===== src/rtl/rgb2hsv_pkg.sv =====
// ----------------------------------------------------------------------------
// rgb2hsv_pkg
// Shared types and fixed constants for the RGB to HSV pixel core.
// ----------------------------------------------------------------------------
package rgb2hsv_pkg;

  // Sector of the largest channel; ties resolve red, then green, then blue.
  typedef enum logic [1:0] {
    SECT_RED   = 2'd0,
    SECT_GREEN = 2'd1,
    SECT_BLUE  = 2'd2
  } sector_t;

  localparam int unsigned SECTOR_BITS       = 2;
  // Queue between classifier and divider pipeline.
  localparam int unsigned FRONT_QUEUE_DEPTH = 4;
  // Result queue in front of the output ports.
  localparam int unsigned OUT_QUEUE_DEPTH   = 2;

endpackage


===== src/rtl/rgb2hsv_fifo.sv =====
// ----------------------------------------------------------------------------
// rgb2hsv_fifo
// Small register FIFO: push/full on the write side, pop/empty on the read side.
// ----------------------------------------------------------------------------
module rgb2hsv_fifo #(
  parameter int unsigned WIDTH = 8,
  parameter int unsigned DEPTH = 4
) (
  input  logic             clk,
  input  logic             rst_n,
  input  logic             push,
  input  logic [WIDTH-1:0] wr_data,
  output logic             full,
  input  logic             pop,
  output logic [WIDTH-1:0] rd_data,
  output logic             empty
);

  localparam int unsigned AW = (DEPTH > 1) ? $clog2(DEPTH) : 1;
  localparam int unsigned CW = $clog2(DEPTH + 1);
  localparam logic [AW-1:0] LAST_PTR = AW'(DEPTH - 1);
  localparam logic [CW-1:0] FULL_CNT = CW'(DEPTH);

  logic [WIDTH-1:0] mem [DEPTH];
  logic [AW-1:0]    wr_ptr_r, wr_ptr_nxt;
  logic [AW-1:0]    rd_ptr_r, rd_ptr_nxt;
  logic [CW-1:0]    count_r, count_nxt;
  logic             do_wr, do_rd;

  assign full    = (count_r == FULL_CNT);
  assign empty   = (count_r == '0);
  assign do_wr   = push & ~full;
  assign do_rd   = pop & ~empty;
  assign rd_data = mem[rd_ptr_r];

  always_comb begin
    wr_ptr_nxt = wr_ptr_r;
    rd_ptr_nxt = rd_ptr_r;
    count_nxt  = count_r;
    if (do_wr) begin
      wr_ptr_nxt = (wr_ptr_r == LAST_PTR) ? '0 : wr_ptr_r + AW'(1);
    end
    if (do_rd) begin
      rd_ptr_nxt = (rd_ptr_r == LAST_PTR) ? '0 : rd_ptr_r + AW'(1);
    end
    if (do_wr && !do_rd) begin
      count_nxt = count_r + CW'(1);
    end else if (do_rd && !do_wr) begin
      count_nxt = count_r - CW'(1);
    end
  end

  always_ff @(posedge clk) begin
    if (!rst_n) begin
      wr_ptr_r <= '0;
      rd_ptr_r <= '0;
      count_r  <= '0;
    end else begin
      wr_ptr_r <= wr_ptr_nxt;
      rd_ptr_r <= rd_ptr_nxt;
      count_r  <= count_nxt;
    end
  end

  always_ff @(posedge clk) begin
    if (do_wr) begin
      mem[wr_ptr_r] <= wr_data;
    end
  end

endmodule


===== src/rtl/rgb2hsv_front.sv =====
// ----------------------------------------------------------------------------
// rgb2hsv_front
// Pixel classifier: finds max, chroma, dominant sector and the signed
// difference of the other two channels, one pixel per clock while the queue is not full.
// ----------------------------------------------------------------------------
module rgb2hsv_front
  import rgb2hsv_pkg::*;
#(
  parameter int unsigned CHANNEL_BITS = 8
) (
  input  logic                    clk,
  input  logic                    rst_n,
  input  logic                    push,
  output logic                    full,
  input  logic [CHANNEL_BITS-1:0] red,
  input  logic [CHANNEL_BITS-1:0] green,
  input  logic [CHANNEL_BITS-1:0] blue,
  output logic                    q_push,
  input  logic                    q_full,
  output logic [CHANNEL_BITS-1:0] q_value,
  output logic [CHANNEL_BITS-1:0] q_chroma,
  output sector_t                 q_sector,
  output logic [CHANNEL_BITS:0]   q_diff
);

  localparam int unsigned CB = CHANNEL_BITS;

  logic          valid_r, valid_nxt;
  logic [CB-1:0] value_r, chroma_r;
  sector_t       sector_r;
  logic [CB:0]   diff_r;

  logic          accept;
  logic [CB-1:0] vmax, vmin;
  sector_t       sect;
  logic [CB:0]   diff;

  assign full   = valid_r & q_full;
  assign accept = push & ~full;
  assign q_push = valid_r;

  always_comb begin
    vmax = red;
    if (green > vmax) vmax = green;
    if (blue > vmax)  vmax = blue;
    vmin = red;
    if (green < vmin) vmin = green;
    if (blue < vmin)  vmin = blue;
  end

  always_comb begin
    priority if (red >= green && red >= blue) begin
      sect = SECT_RED;
      diff = {1'b0, green} - {1'b0, blue};
    end else if (green >= blue) begin
      sect = SECT_GREEN;
      diff = {1'b0, blue} - {1'b0, red};
    end else begin
      sect = SECT_BLUE;
      diff = {1'b0, red} - {1'b0, green};
    end
  end

  assign valid_nxt = accept | (valid_r & q_full);

  always_ff @(posedge clk) begin
    if (!rst_n) begin
      valid_r <= 1'b0;
    end else begin
      valid_r <= valid_nxt;
    end
  end

  always_ff @(posedge clk) begin
    if (accept) begin
      value_r  <= vmax;
      chroma_r <= vmax - vmin;
      sector_r <= sect;
      diff_r   <= diff;
    end
  end

  assign q_value  = value_r;
  assign q_chroma = chroma_r;
  assign q_sector = sector_r;
  assign q_diff   = diff_r;

endmodule


===== src/rtl/rgb2hsv_back.sv =====
// ----------------------------------------------------------------------------
// rgb2hsv_back
// Divider pipeline: builds hue numerator and saturation dividend, then runs
// two restoring dividers side by side, one quotient bit per stage.
// ----------------------------------------------------------------------------
module rgb2hsv_back
  import rgb2hsv_pkg::*;
#(
  parameter int unsigned CHANNEL_BITS = 8,
  parameter int unsigned HUE_BITS     = 16,
  parameter int unsigned SAT_BITS     = 16
) (
  input  logic                    clk,
  input  logic                    rst_n,
  input  logic                    q_empty,
  output logic                    q_pop,
  input  logic [CHANNEL_BITS-1:0] q_value,
  input  logic [CHANNEL_BITS-1:0] q_chroma,
  input  sector_t                 q_sector,
  input  logic [CHANNEL_BITS:0]   q_diff,
  output logic                    o_push,
  input  logic                    o_full,
  output logic [HUE_BITS-1:0]     o_hue,
  output logic [SAT_BITS-1:0]     o_saturation,
  output logic [CHANNEL_BITS-1:0] o_brightness
);

  localparam int unsigned CB = CHANNEL_BITS;
  localparam int unsigned HB = HUE_BITS;
  localparam int unsigned SB = SAT_BITS;
  localparam int unsigned NSTAGE = (HB > SB) ? HB : SB;
  localparam int unsigned HW = CB + 3;   // holds 6*chroma

  logic adv;

  // ---- prep stage ----
  logic          pv_r;
  logic [CB-1:0] p_srem_r, p_sdiv_r;
  logic [SB-1:0] p_slow_r;
  logic [HW-1:0] p_hrem_r, p_hdiv_r;
  logic          p_grey_r;

  logic [CB+SB-1:0] sat_dvd;
  logic [HW-1:0]    six_c;
  logic [HW:0]      kc, nsum, nwrap;

  assign sat_dvd = {q_chroma, {SB{1'b0}}} - {{SB{1'b0}}, q_chroma};
  assign six_c   = {1'b0, q_chroma, 2'b00} + {2'b00, q_chroma, 1'b0};

  always_comb begin
    unique case (q_sector)
      SECT_RED:   kc = '0;
      SECT_GREEN: kc = {3'b000, q_chroma, 1'b0};
      SECT_BLUE:  kc = {2'b00, q_chroma, 2'b00};
      default:    kc = '0;
    endcase
    nsum  = kc + {{3{q_diff[CB]}}, q_diff};
    nwrap = nsum[HW] ? nsum + {1'b0, six_c} : nsum;
  end

  always_ff @(posedge clk) begin
    if (!rst_n) begin
      pv_r <= 1'b0;
    end else if (adv) begin
      pv_r <= ~q_empty;
    end
  end

  always_ff @(posedge clk) begin
    if (adv) begin
      p_srem_r <= sat_dvd[CB+SB-1:SB];
      p_slow_r <= sat_dvd[SB-1:0];
      p_sdiv_r <= q_value;
      p_hrem_r <= nwrap[HW-1:0];
      p_hdiv_r <= six_c;
      p_grey_r <= (q_chroma == '0);
    end
  end

  // ---- divider stages ----
  logic          vld_r  [NSTAGE];
  logic [CB-1:0] srem_r [NSTAGE];
  logic [SB-1:0] slow_r [NSTAGE];
  logic [SB-1:0] sq_r   [NSTAGE];
  logic [CB-1:0] sdiv_r [NSTAGE];
  logic [HW-1:0] hrem_r [NSTAGE];
  logic [HB-1:0] hq_r   [NSTAGE];
  logic [HW-1:0] hdiv_r [NSTAGE];
  logic          grey_r [NSTAGE];

  genvar i;
  generate
    for (i = 0; i < NSTAGE; i++) begin : g_stage
      logic          vld_in, grey_in;
      logic [CB-1:0] srem_in, sdiv_in, srem_nxt;
      logic [SB-1:0] slow_in, sq_in, sq_nxt;
      logic [HW-1:0] hrem_in, hdiv_in, hrem_nxt;
      logic [HB-1:0] hq_in, hq_nxt;

      if (i == 0) begin : g_first
        assign vld_in  = pv_r;
        assign srem_in = p_srem_r;
        assign slow_in = p_slow_r;
        assign sq_in   = '0;
        assign sdiv_in = p_sdiv_r;
        assign hrem_in = p_hrem_r;
        assign hq_in   = '0;
        assign hdiv_in = p_hdiv_r;
        assign grey_in = p_grey_r;
      end else begin : g_next
        assign vld_in  = vld_r[i-1];
        assign srem_in = srem_r[i-1];
        assign slow_in = slow_r[i-1];
        assign sq_in   = sq_r[i-1];
        assign sdiv_in = sdiv_r[i-1];
        assign hrem_in = hrem_r[i-1];
        assign hq_in   = hq_r[i-1];
        assign hdiv_in = hdiv_r[i-1];
        assign grey_in = grey_r[i-1];
      end

      if (i < SB) begin : g_sat
        logic [CB:0] trial;
        logic        ge;
        assign trial    = {srem_in, slow_in[SB-1-i]};
        assign ge       = (trial >= {1'b0, sdiv_in});
        assign srem_nxt = ge ? CB'(trial - {1'b0, sdiv_in}) : trial[CB-1:0];
        assign sq_nxt   = {sq_in[SB-2:0], ge};
      end else begin : g_sat_hold
        assign srem_nxt = srem_in;
        assign sq_nxt   = sq_in;
      end

      if (i < HB) begin : g_hue
        logic [HW:0] trial;
        logic        ge;
        assign trial    = {hrem_in, 1'b0};
        assign ge       = (trial >= {1'b0, hdiv_in});
        assign hrem_nxt = ge ? HW'(trial - {1'b0, hdiv_in}) : trial[HW-1:0];
        assign hq_nxt   = {hq_in[HB-2:0], ge};
      end else begin : g_hue_hold
        assign hrem_nxt = hrem_in;
        assign hq_nxt   = hq_in;
      end

      always_ff @(posedge clk) begin
        if (!rst_n) begin
          vld_r[i] <= 1'b0;
        end else if (adv) begin
          vld_r[i] <= vld_in;
        end
      end

      always_ff @(posedge clk) begin
        if (adv) begin
          srem_r[i] <= srem_nxt;
          slow_r[i] <= slow_in;
          sq_r[i]   <= sq_nxt;
          sdiv_r[i] <= sdiv_in;
          hrem_r[i] <= hrem_nxt;
          hq_r[i]   <= hq_nxt;
          hdiv_r[i] <= hdiv_in;
          grey_r[i] <= grey_in;
        end
      end
    end
  endgenerate

  // Whole pipeline moves together; it holds only when the last word can't leave.
  assign adv    = ~vld_r[NSTAGE-1] | ~o_full;
  assign q_pop  = adv;
  assign o_push = vld_r[NSTAGE-1];

  assign o_hue        = grey_r[NSTAGE-1] ? '0 : hq_r[NSTAGE-1];
  assign o_saturation = grey_r[NSTAGE-1] ? '0 : sq_r[NSTAGE-1];
  assign o_brightness = sdiv_r[NSTAGE-1];

endmodule


===== src/rtl/rgb_to_hsv_pixel_core.sv =====
// ----------------------------------------------------------------------------
// rgb_to_hsv_pixel_core
// RGB to HSV conversion with queue interfaces; one pixel word per clock unless results back up.
// ----------------------------------------------------------------------------
// Push an RGB word when in_full is low; results come out in order on the
// out_ ports while out_empty is low and are taken with out_pop. Throughput
// is one pixel per clock while results are popped as they appear; when
// they back up, in_full holds the input. A word passes through the
// classifier register, front queue, numerator/dividend prep, then one stage
// per quotient bit of the two restoring dividers, then the result queue.
// Brightness is the largest channel. Saturation is floor(C*(2^SAT_BITS-1)/V)
// with C = max - min. Hue is the fraction of a turn times 2^HUE_BITS,
// truncated, taken from the sector of the largest channel (ties: red, then
// green, then blue). Black and grey pixels give hue and saturation of zero.
// No reset-time sweep; the core accepts words right after reset.
// ----------------------------------------------------------------------------
module rgb_to_hsv_pixel_core
  import rgb2hsv_pkg::*;
#(
  parameter int unsigned CHANNEL_BITS = 8,
  parameter int unsigned HUE_BITS     = 16,
  parameter int unsigned SAT_BITS     = 16
) (
  input  logic                    clk,
  input  logic                    rst_n,
  // pixel input
  input  logic                    in_push,
  output logic                    in_full,
  input  logic [CHANNEL_BITS-1:0] in_red,
  input  logic [CHANNEL_BITS-1:0] in_green,
  input  logic [CHANNEL_BITS-1:0] in_blue,
  // result output
  output logic                    out_empty,
  input  logic                    out_pop,
  output logic [HUE_BITS-1:0]     out_hue,
  output logic [SAT_BITS-1:0]     out_saturation,
  output logic [CHANNEL_BITS-1:0] out_brightness
);

  localparam int unsigned CB  = CHANNEL_BITS;
  // front queue word: value, chroma, sector, signed diff
  localparam int unsigned FQW = CB + CB + SECTOR_BITS + CB + 1;
  // result word: hue, saturation, brightness
  localparam int unsigned OQW = HUE_BITS + SAT_BITS + CB;

  // classifier -> queue
  logic          f_push, f_full;
  logic [CB-1:0] f_value, f_chroma;
  sector_t       f_sector;
  logic [CB:0]   f_diff;

  // queue -> divider pipeline
  logic           b_pop, b_empty;
  logic [FQW-1:0] fq_wr, fq_rd;

  // divider pipeline -> result queue
  logic                o_push, o_full;
  logic [HUE_BITS-1:0] o_hue;
  logic [SAT_BITS-1:0] o_sat;
  logic [CB-1:0]       o_bright;
  logic [OQW-1:0]      oq_wr, oq_rd;

  rgb2hsv_front #(
    .CHANNEL_BITS (CHANNEL_BITS)
  ) u_front (
    .clk      (clk),
    .rst_n    (rst_n),
    .push     (in_push),
    .full     (in_full),
    .red      (in_red),
    .green    (in_green),
    .blue     (in_blue),
    .q_push   (f_push),
    .q_full   (f_full),
    .q_value  (f_value),
    .q_chroma (f_chroma),
    .q_sector (f_sector),
    .q_diff   (f_diff)
  );

  assign fq_wr = {f_value, f_chroma, f_sector, f_diff};

  // decouples classification from the divider pipeline
  rgb2hsv_fifo #(
    .WIDTH (FQW),
    .DEPTH (FRONT_QUEUE_DEPTH)
  ) u_front_q (
    .clk     (clk),
    .rst_n   (rst_n),
    .push    (f_push),
    .wr_data (fq_wr),
    .full    (f_full),
    .pop     (b_pop),
    .rd_data (fq_rd),
    .empty   (b_empty)
  );

  rgb2hsv_back #(
    .CHANNEL_BITS (CHANNEL_BITS),
    .HUE_BITS     (HUE_BITS),
    .SAT_BITS     (SAT_BITS)
  ) u_back (
    .clk          (clk),
    .rst_n        (rst_n),
    .q_empty      (b_empty),
    .q_pop        (b_pop),
    .q_value      (fq_rd[FQW-1 -: CB]),
    .q_chroma     (fq_rd[FQW-CB-1 -: CB]),
    .q_sector     (sector_t'(fq_rd[CB+SECTOR_BITS:CB+1])),
    .q_diff       (fq_rd[CB:0]),
    .o_push       (o_push),
    .o_full       (o_full),
    .o_hue        (o_hue),
    .o_saturation (o_sat),
    .o_brightness (o_bright)
  );

  assign oq_wr = {o_hue, o_sat, o_bright};

  // result skid queue: pipeline keeps moving while a finished word waits
  rgb2hsv_fifo #(
    .WIDTH (OQW),
    .DEPTH (OUT_QUEUE_DEPTH)
  ) u_out_q (
    .clk     (clk),
    .rst_n   (rst_n),
    .push    (o_push),
    .wr_data (oq_wr),
    .full    (o_full),
    .pop     (out_pop),
    .rd_data (oq_rd),
    .empty   (out_empty)
  );

  assign out_hue        = oq_rd[OQW-1 -: HUE_BITS];
  assign out_saturation = oq_rd[CB+SAT_BITS-1 -: SAT_BITS];
  assign out_brightness = oq_rd[CB-1:0];

endmodule


===== config.mk =====
export PLATFORM = sky130hd
export DESIGN_NAME = rgb_to_hsv_pixel_core
export DESIGN_NICKNAME = d
export VERILOG_FILES = /design/src/rtl/rgb2hsv_pkg.sv /design/src/rtl/rgb2hsv_fifo.sv /design/src/rtl/rgb2hsv_front.sv /design/src/rtl/rgb2hsv_back.sv /design/src/rtl/rgb_to_hsv_pixel_core.sv
export SDC_FILE = /design/constraint.sdc
export NUM_CORES = 2
export LEC_CHECK = 0
export ABC_AREA = 1
export BUFFER_PORTS_ARGS = -buffer_cell sky130_fd_sc_hd__buf_2
export CAP_MARGIN = 10
export CORE_ASPECT_RATIO = 0.7
export CORE_UTILIZATION = 30
export CTS_CLUSTER_SIZE = 20
export DETAILED_ROUTE_END_ITERATION = 16
export PLACE_DENSITY_LB_ADDON = 0.12
export SYNTH_ARGS = -nofsm -noshare
export SYNTH_HDL_FRONTEND = slang
export SYNTH_SLANG_ARGS = --single-unit

===== constraint.sdc =====
create_clock -name clk -period 34.3 [get_ports clk]
set_input_delay 5.145 -clock clk [delete_from_list [all_inputs] [get_ports clk]]
set_output_delay 5.145 -clock clk [all_outputs]
set_load 0.02 [all_outputs]

* Word level (Yosys, flattened, before mapping)
Memories as Yosys holds them, arrays and structs flattened. A register that Yosys moved wholly into a read port is not among the register bits.
Cells that the tools add are included.
** Cells by class
- $lt $le $gt $ge :: 39
- Reduce and logical (&&, ||, !) cells :: 14
- Eq/ne operators :: 6
- Multiplexer cells :: 80
- Add/sub/neg operators :: 48
- Bitwise logic cells :: 30
** Operators by type and width (number)
- >= comparator 12 x 11 -> 1 bit :: 16
- two-way mux 11 bit :: 17
- subtractor 11 bit :: 16
- two-way mux 8 bit :: 20
- >= comparator 9 x 8 -> 1 bit :: 16
- subtractor 8 bit :: 17
- two-way mux 16 bit :: 2
- two-way mux 1 bit :: 29
- subtractor 8 x 8 -> 9 bit :: 3
- >= comparator 8 bit :: 3
- subtractor 24 x 8 -> 24 bit :: 1
- case mux 10 bit (2 select lines) :: 1
- two-way mux 9 bit :: 2
- OR 1 bit :: 18
- greater-than comparator 8 bit :: 2
- < comparator 8 bit :: 2
- two-way mux 2 bit :: 7
- adder 11 x 9 -> 12 bit :: 1
- adder 10 x 9 -> 11 bit :: 1
- adder 11 bit :: 1
- == test 2 bit, second input constant :: 4
- logical NOT 8 bit :: 1
- adder 2 x 1 -> 2 bit, second input constant :: 3
- AND 1 bit :: 6
- 13 further kinds :: 28
** Word-level totals
- Input bits :: 28
- Register bits after elaboration :: 95
- Output and inout bits :: 42
- Word-level logic and storage cells :: 246
- Memory bits (writable) :: 1596
- Memories :: 11
** Memory list
- u_back.hq_r :: words 16, bits a word 16, rd ports 16, clocked after Yosys merged registers in 0, write ports 16, RTL line rgb2hsv_back.sv:87 : logic [HB-1:0] hq_r [NSTAGE];
- u_back.slow_r :: words 16, bits a word 16, rd ports 15, clocked after Yosys merged registers in 0, write ports 16, RTL line rgb2hsv_back.sv:83 : logic [SB-1:0] slow_r [NSTAGE];
- u_back.sq_r :: words 16, bits a word 16, rd ports 16, clocked after Yosys merged registers in 0, write ports 16, RTL line rgb2hsv_back.sv:84 : logic [SB-1:0] sq_r [NSTAGE];
- u_back.hdiv_r :: words 16, bits a word 11, rd ports 15, clocked after Yosys merged registers in 0, write ports 16, RTL line rgb2hsv_back.sv:88 : logic [HW-1:0] hdiv_r [NSTAGE];
- u_back.hrem_r :: words 16, bits a word 11, rd ports 15, clocked after Yosys merged registers in 0, write ports 16, RTL line rgb2hsv_back.sv:86 : logic [HW-1:0] hrem_r [NSTAGE];
- u_back.sdiv_r :: words 16, bits a word 8, rd ports 16, clocked after Yosys merged registers in 0, write ports 16, RTL line rgb2hsv_back.sv:85 : logic [CB-1:0] sdiv_r [NSTAGE];
- 5 more memories

* Longest topological paths before layout
- Depth after elaboration :: 7
- Mapped depth :: 31
- Gate-level depth less buffers :: 29

* Hierarchy
From an unflattened synthesis, not the netlist that was laid out.
** Unflattened totals
- Cells, all modules :: 5261
- Area, all modules :: 59712.3 um^2
** Modules (own cells, without submodules)
- rgb2hsv_back :: cells an instance 4356, area each 48946.9 um^2, instances 1, sequential area each 29768.6 um^2
- rgb2hsv_fifo at u_front_q :: cells an instance 333, area each 4553.1 um^2, instances 1, sequential area each 3423.3 um^2
- rgb2hsv_fifo at u_out_q :: cells an instance 162, area each 3143.0 um^2, instances 1, sequential area each 2502.4 um^2
- rgb2hsv_front :: cells an instance 410, area each 3069.2 um^2, instances 1, sequential area each 830.8 um^2

* Least setup slack after synthesis
OpenSTA, ideal clock, no wires.
- Path type :: register to register
- From :: memory u_back.vld_r[15][0] (netlist: u_back.vld_r[1][7])
- To :: register u_front_q.count_r[1]
- Data required time :: 34.180 ns
- Stages on the path, launching flop included :: 10
- Data arrival time :: 23.104 ns
- Path buffers :: 0
- Period minus slack after synthesis :: 23.224 ns
- Setup slack :: 11.076 ns
- Library setup time :: 0.120 ns
- Cell sequence :: edfxtp_1 > inv_1 > nor3_1 > inv_1 > nand2_1 > ha_1 > inv_1 > fa_1 > o21ai_0 > a21oi_1
** RTL lines
- start: declaration :: RTL line rgb2hsv_back.sv:81 : logic vld_r [NSTAGE];
- end signal: assignment :: RTL line rgb2hsv_fifo.sv:61 : count_r <= count_nxt;
- end: declaration :: RTL line rgb2hsv_fifo.sv:27 : logic [CW-1:0] count_r, count_nxt;

* Worst setup path after layout
- From :: input port in_green[7]
- To :: register u_front.chroma_r[7] (netlist: u_front.q_chroma[7]) (data pin)
** On the way
- Word-level cells in the longest chain between the ends :: 5
- Elaborated cells on any way between the ends :: 9
- Those cells by class :: 1 x add/sub; 4 x order compare; 4 x mux
** RTL lines
- start: declaration :: RTL line rgb_to_hsv_pixel_core.sv:30 : input logic [CHANNEL_BITS-1:0] in_green,
- greater-than comparator 8 bit or < comparator 8 bit (tied branches) :: RTL line rgb2hsv_front.sv:44, rgb2hsv_front.sv:47
- two-way mux 8 bit (on tied branches) :: RTL line rgb2hsv_front.sv:44, rgb2hsv_front.sv:47
- greater-than comparator 8 bit or < comparator 8 bit (tied branches) :: RTL line rgb2hsv_front.sv:45, rgb2hsv_front.sv:48
- two-way mux 8 bit (on tied branches) :: RTL line rgb2hsv_front.sv:45, rgb2hsv_front.sv:48
- subtractor 8 bit * :: RTL line rgb2hsv_front.sv:77 : chroma_r <= vmax - vmin;
- end signal: assignment :: RTL line rgb2hsv_front.sv:77
- end: declaration :: RTL line rgb2hsv_front.sv:29 : logic [CB-1:0] value_r, chroma_r;
Mark *: on every way between the ends. The rest lies on a longest branch, timed or not.
A chain may end at the register's enable or synchronous reset.

==> results.sh <==
export IMPL_status="completed"
export IMPL_post_drt_wl_per_cell_um=15.3
export IMPL_worst_path_max_fanout=18
export IMPL_hold_path_class="flip-flop to flip-flop"
export IMPL_core_area_um2=186000
export IMPL_ys_warn_count=0
export IMPL_cp_end_kind="flip-flop"
export IMPL_rsz0062_at_grt="false"
export IMPL_synth_compound_area_share_pct=7.52
export IMPL_tightest_slew_ns=1.10
export IMPL_synth_area_leader_cell="edfxtp_1"
export IMPL_vias=31900
export IMPL_htree_levels=4
export IMPL_ioPinCount=70
export IMPL_synthFlopType="edfxtp_1"
export IMPL_drv_slew=0
export IMPL_synthAdderAreaFrac_pct=9.83
export IMPL_cp_data_required_time_ns=34.82
export IMPL_worst_skew_pair_late_latency_ns=0.77
export IMPL_grt_total_usage_pct=11.9
export IMPL_synth_simple_area_share_pct=8.60
export IMPL_crit_start="in_green[7]"
export IMPL_criticalPathCategory="input pin to flip-flop"
export IMPL_fmax_ghz=0.108
export IMPL_rows=132
export IMPL_layout_cells_non_filler=7346
export IMPL_report_final_hold_viol_count=0
export IMPL_fp_dieW_um=521
export IMPL_start_util_pct=30.4
export IMPL_synth_top_family_by_area="adder cells"
export IMPL_netlist_area_leader_share_pct=64.0
export IMPL_fin_skew_ns=0.0284
export IMPL_finalNetCount=5207
export IMPL_drcViolationCount=0
export IMPL_syn_instance_count=4593
export IMPL_clk_pin_slew_ns=0.06
export IMPL_cts_buffers=134
export IMPL_syn_avg_cell_area_um2=12.3
export IMPL_syn_num_nets=5042
export IMPL_first_global_vias=31500
export IMPL_ctsHoldBuffers=0
export IMPL_ys_seq_elements=1222
export IMPL_dp_cells=7101
export IMPL_period_share_pct=26.9
export IMPL_grt_ovfl_total=0
export IMPL_critPathLaunchType="input pin"
export IMPL_hpwl_um=79200
export IMPL_syn_area_um2=56500
export IMPL_finalSetupViolations=0
export IMPL_synth_edf_count=1205
export IMPL_fin_util_pct=34.6
export IMPL_synth_xor_area_share_pct=3.69
export IMPL_synth_area_mux_share_pct=0.797
export IMPL_ctsLongestPathBuffers=3
export IMPL_layout_drive_gt1_share_pct=8.06
export IMPL_cts_sinks=1222
export IMPL_die_area_um2=190000
export IMPL_cts_resized_gates=0
export IMPL_grt_first_pass_wirelength_um=179000
export IMPL_fin_setup_tns_ns=0
export IMPL_max_slew_margin_rel_pct=26.6
export IMPL_dp_slack_ns=24.26
export IMPL_grt_max_degree=168
export IMPL_ant_nets=0
export IMPL_synth_cell_types=58
export IMPL_n_fill_cell=18300
export IMPL_maxCapViolCount=0
export IMPL_setup_ws_ns=25.08
export IMPL_drtPass1Iterations=5
export IMPL_cts_tree="yes"
export IMPL_die_y_um=365
export IMPL_ys_top_cells_by_area="edfxtp_1, ha_1, inv_1"
export IMPL_synthToLayoutAreaGrowth_pct=13.8
export IMPL_cts_root_buf="clkbuf_16"
export IMPL_vias_per_cell=4.34
export IMPL_hold_path_startpoint="u_back.slow_r[0][82]"
export IMPL_cp_data_arrival_time_ns=9.74
export IMPL_routabilityCongestion=0.775
export IMPL_drt_total_wl_um=112000
export IMPL_synthArstFlopShare_pct=0
export IMPL_postCtsSetupBuffers=0
export IMPL_io_buffers=69
export IMPL_layout_min_cycle_time_ns=9.22
export IMPL_antenna_found_initial=2
export IMPL_synth_seq_area_share_pct=64.6
export IMPL_drt_initial_drc_count=1756
-- worst paths after layout --
check / end / slack, ns / depth (start not counted)
worst max-delay path: u_front.q_chroma[7] / 25.08 / 26
worst min-delay path: u_back.slow_r[0][98] / 0.40 / 0
worst max register to register: u_back.g_stage[0].hrem_in[10] / 28.86 / 27
worst min register to register: u_back.slow_r[0][98] / 0.40 / 0
-- layout make-up --
type | count | area (µm²) | share of cell area [%]
diodes | 2 | 5.00 | 0.00778
repair buffers | 95 | 553 | 0.860
well taps | 2479 | 3100 | 4.82
inverters | 653 | 2460 | 3.82
multi-input cells | 2652 | 17200 | 26.8
clock inverters | 87 | 997 | 1.55
flip-flops and latches | 1222 | 36500 | 56.8
clock buffers | 156 | 3460 | 5.37
-- layout by cell type (no fill, tap or decap), types with 7 or more instances in the layout --
cell type and n:
xnor2_1 75, a21o_1 13, mux2_2 40, dfxtp_1 16
o21bai_1 21, o211ai_1 8, a21oi_1 326, inv_2 10
o22ai_1 24, edfxtp_1 1205, o221ai_1 12, o21ai_2 7
clkbuf_16 135, nand4_1 34, clkinv_1 22, nand3_1 78
inv_1 642, ha_1 383, nor3_1 41, nand2_2 8
clkbuf_1 21, a211oi_1 26, clkinv_2 28, or2_2 11
buf_4 25, fa_1 38, bufinv_16 13, o21ai_1 130
buf_2 69, o21ai_0 161, nand2_1 616, o31ai_1 7
xor2_1 163, nor2_1 357, o41ai_1 7
-- cell usage after synthesis, types with 26 or more instances --
cell	n
nand2_1	616
a21oi_1	326
nor2_1	363
inv_1	643
o21ai_1	130
mux2_2	40
edfxtp_1	1205
xor2_1	163
o21ai_0	161
nand3_1	78
nand4_1	34
ha_1	383
xnor2_1	75
buf_2	26
fa_1	38
nor3_1	41
a211oi_1	26
-- worst max-delay path, stage by stage --
cell and delay (ns):
buf_2 0.14, inv_1 0.09, ha_1 0.37, nand2_2 0.09, nor2_4 0.13, nand3_2 0.12
nand3_4 0.22, nand2_4 0.15, o21ai_0 0.32, inv_1 0.11, ha_1 0.30, nand2_1 0.09
nor2_1 0.05, a211oi_1 0.44, nand2_4 0.23, nand2_1 0.13, o21ai_2 0.07, ha_1 0.33
a21o_1 0.17, a31oi_1 0.30, o221ai_1 0.22, or2_1 0.26, nand2_1 0.08, inv_1 0.05
nand3_1 0.07, nand2_1 0.05
-- routing by layer --
metal  wire, µm  part of all wire [%]  global-route usage, %
met4       2330                   2.1                   3.71
met2      45400                    40                   17.1
met1      60900                    54                   18.0
met5          0                     0                      0
met3       3550                   3.2                   2.16
-- sequential cells by signal, indices dropped and copies added (netlist names), 80 cells and up, named ones only --
register       flops
u_back.hrem_r    150
u_back.slow_r    117
u_back.hdiv_r    121
u_back.srem_r    120
u_back.sq_r      136
u_out_q.mem       80
u_back.hq_r      136
u_front_q.mem    108
u_back.sdiv_r    128
-- kinds of logic (layout without fill, tap and decap cells) --
family	Yosys count	in the layout
other	0	2
xor gates and xnor gates	238	238
DFF	1222	1222
buffers and inverters	719	991
muxes	40	40
and+or+nand+nor	1184	1184
AOI/OAI and AO/OA	769	769
adders and majority gates	421	421
-- metrics by stage --
stage	instance area, µm²	hold WS (ns)
final	64300	0.397
after global routing	64300	0.397
after CTS	64300	0.395
after detailed placement	59900	0.405
after global placement	59900	0.400
after floorplan	56500	0.400
Power is not shown: default switching activity piles up to over one toggle a cycle in this logic, so the estimate is an artifact.
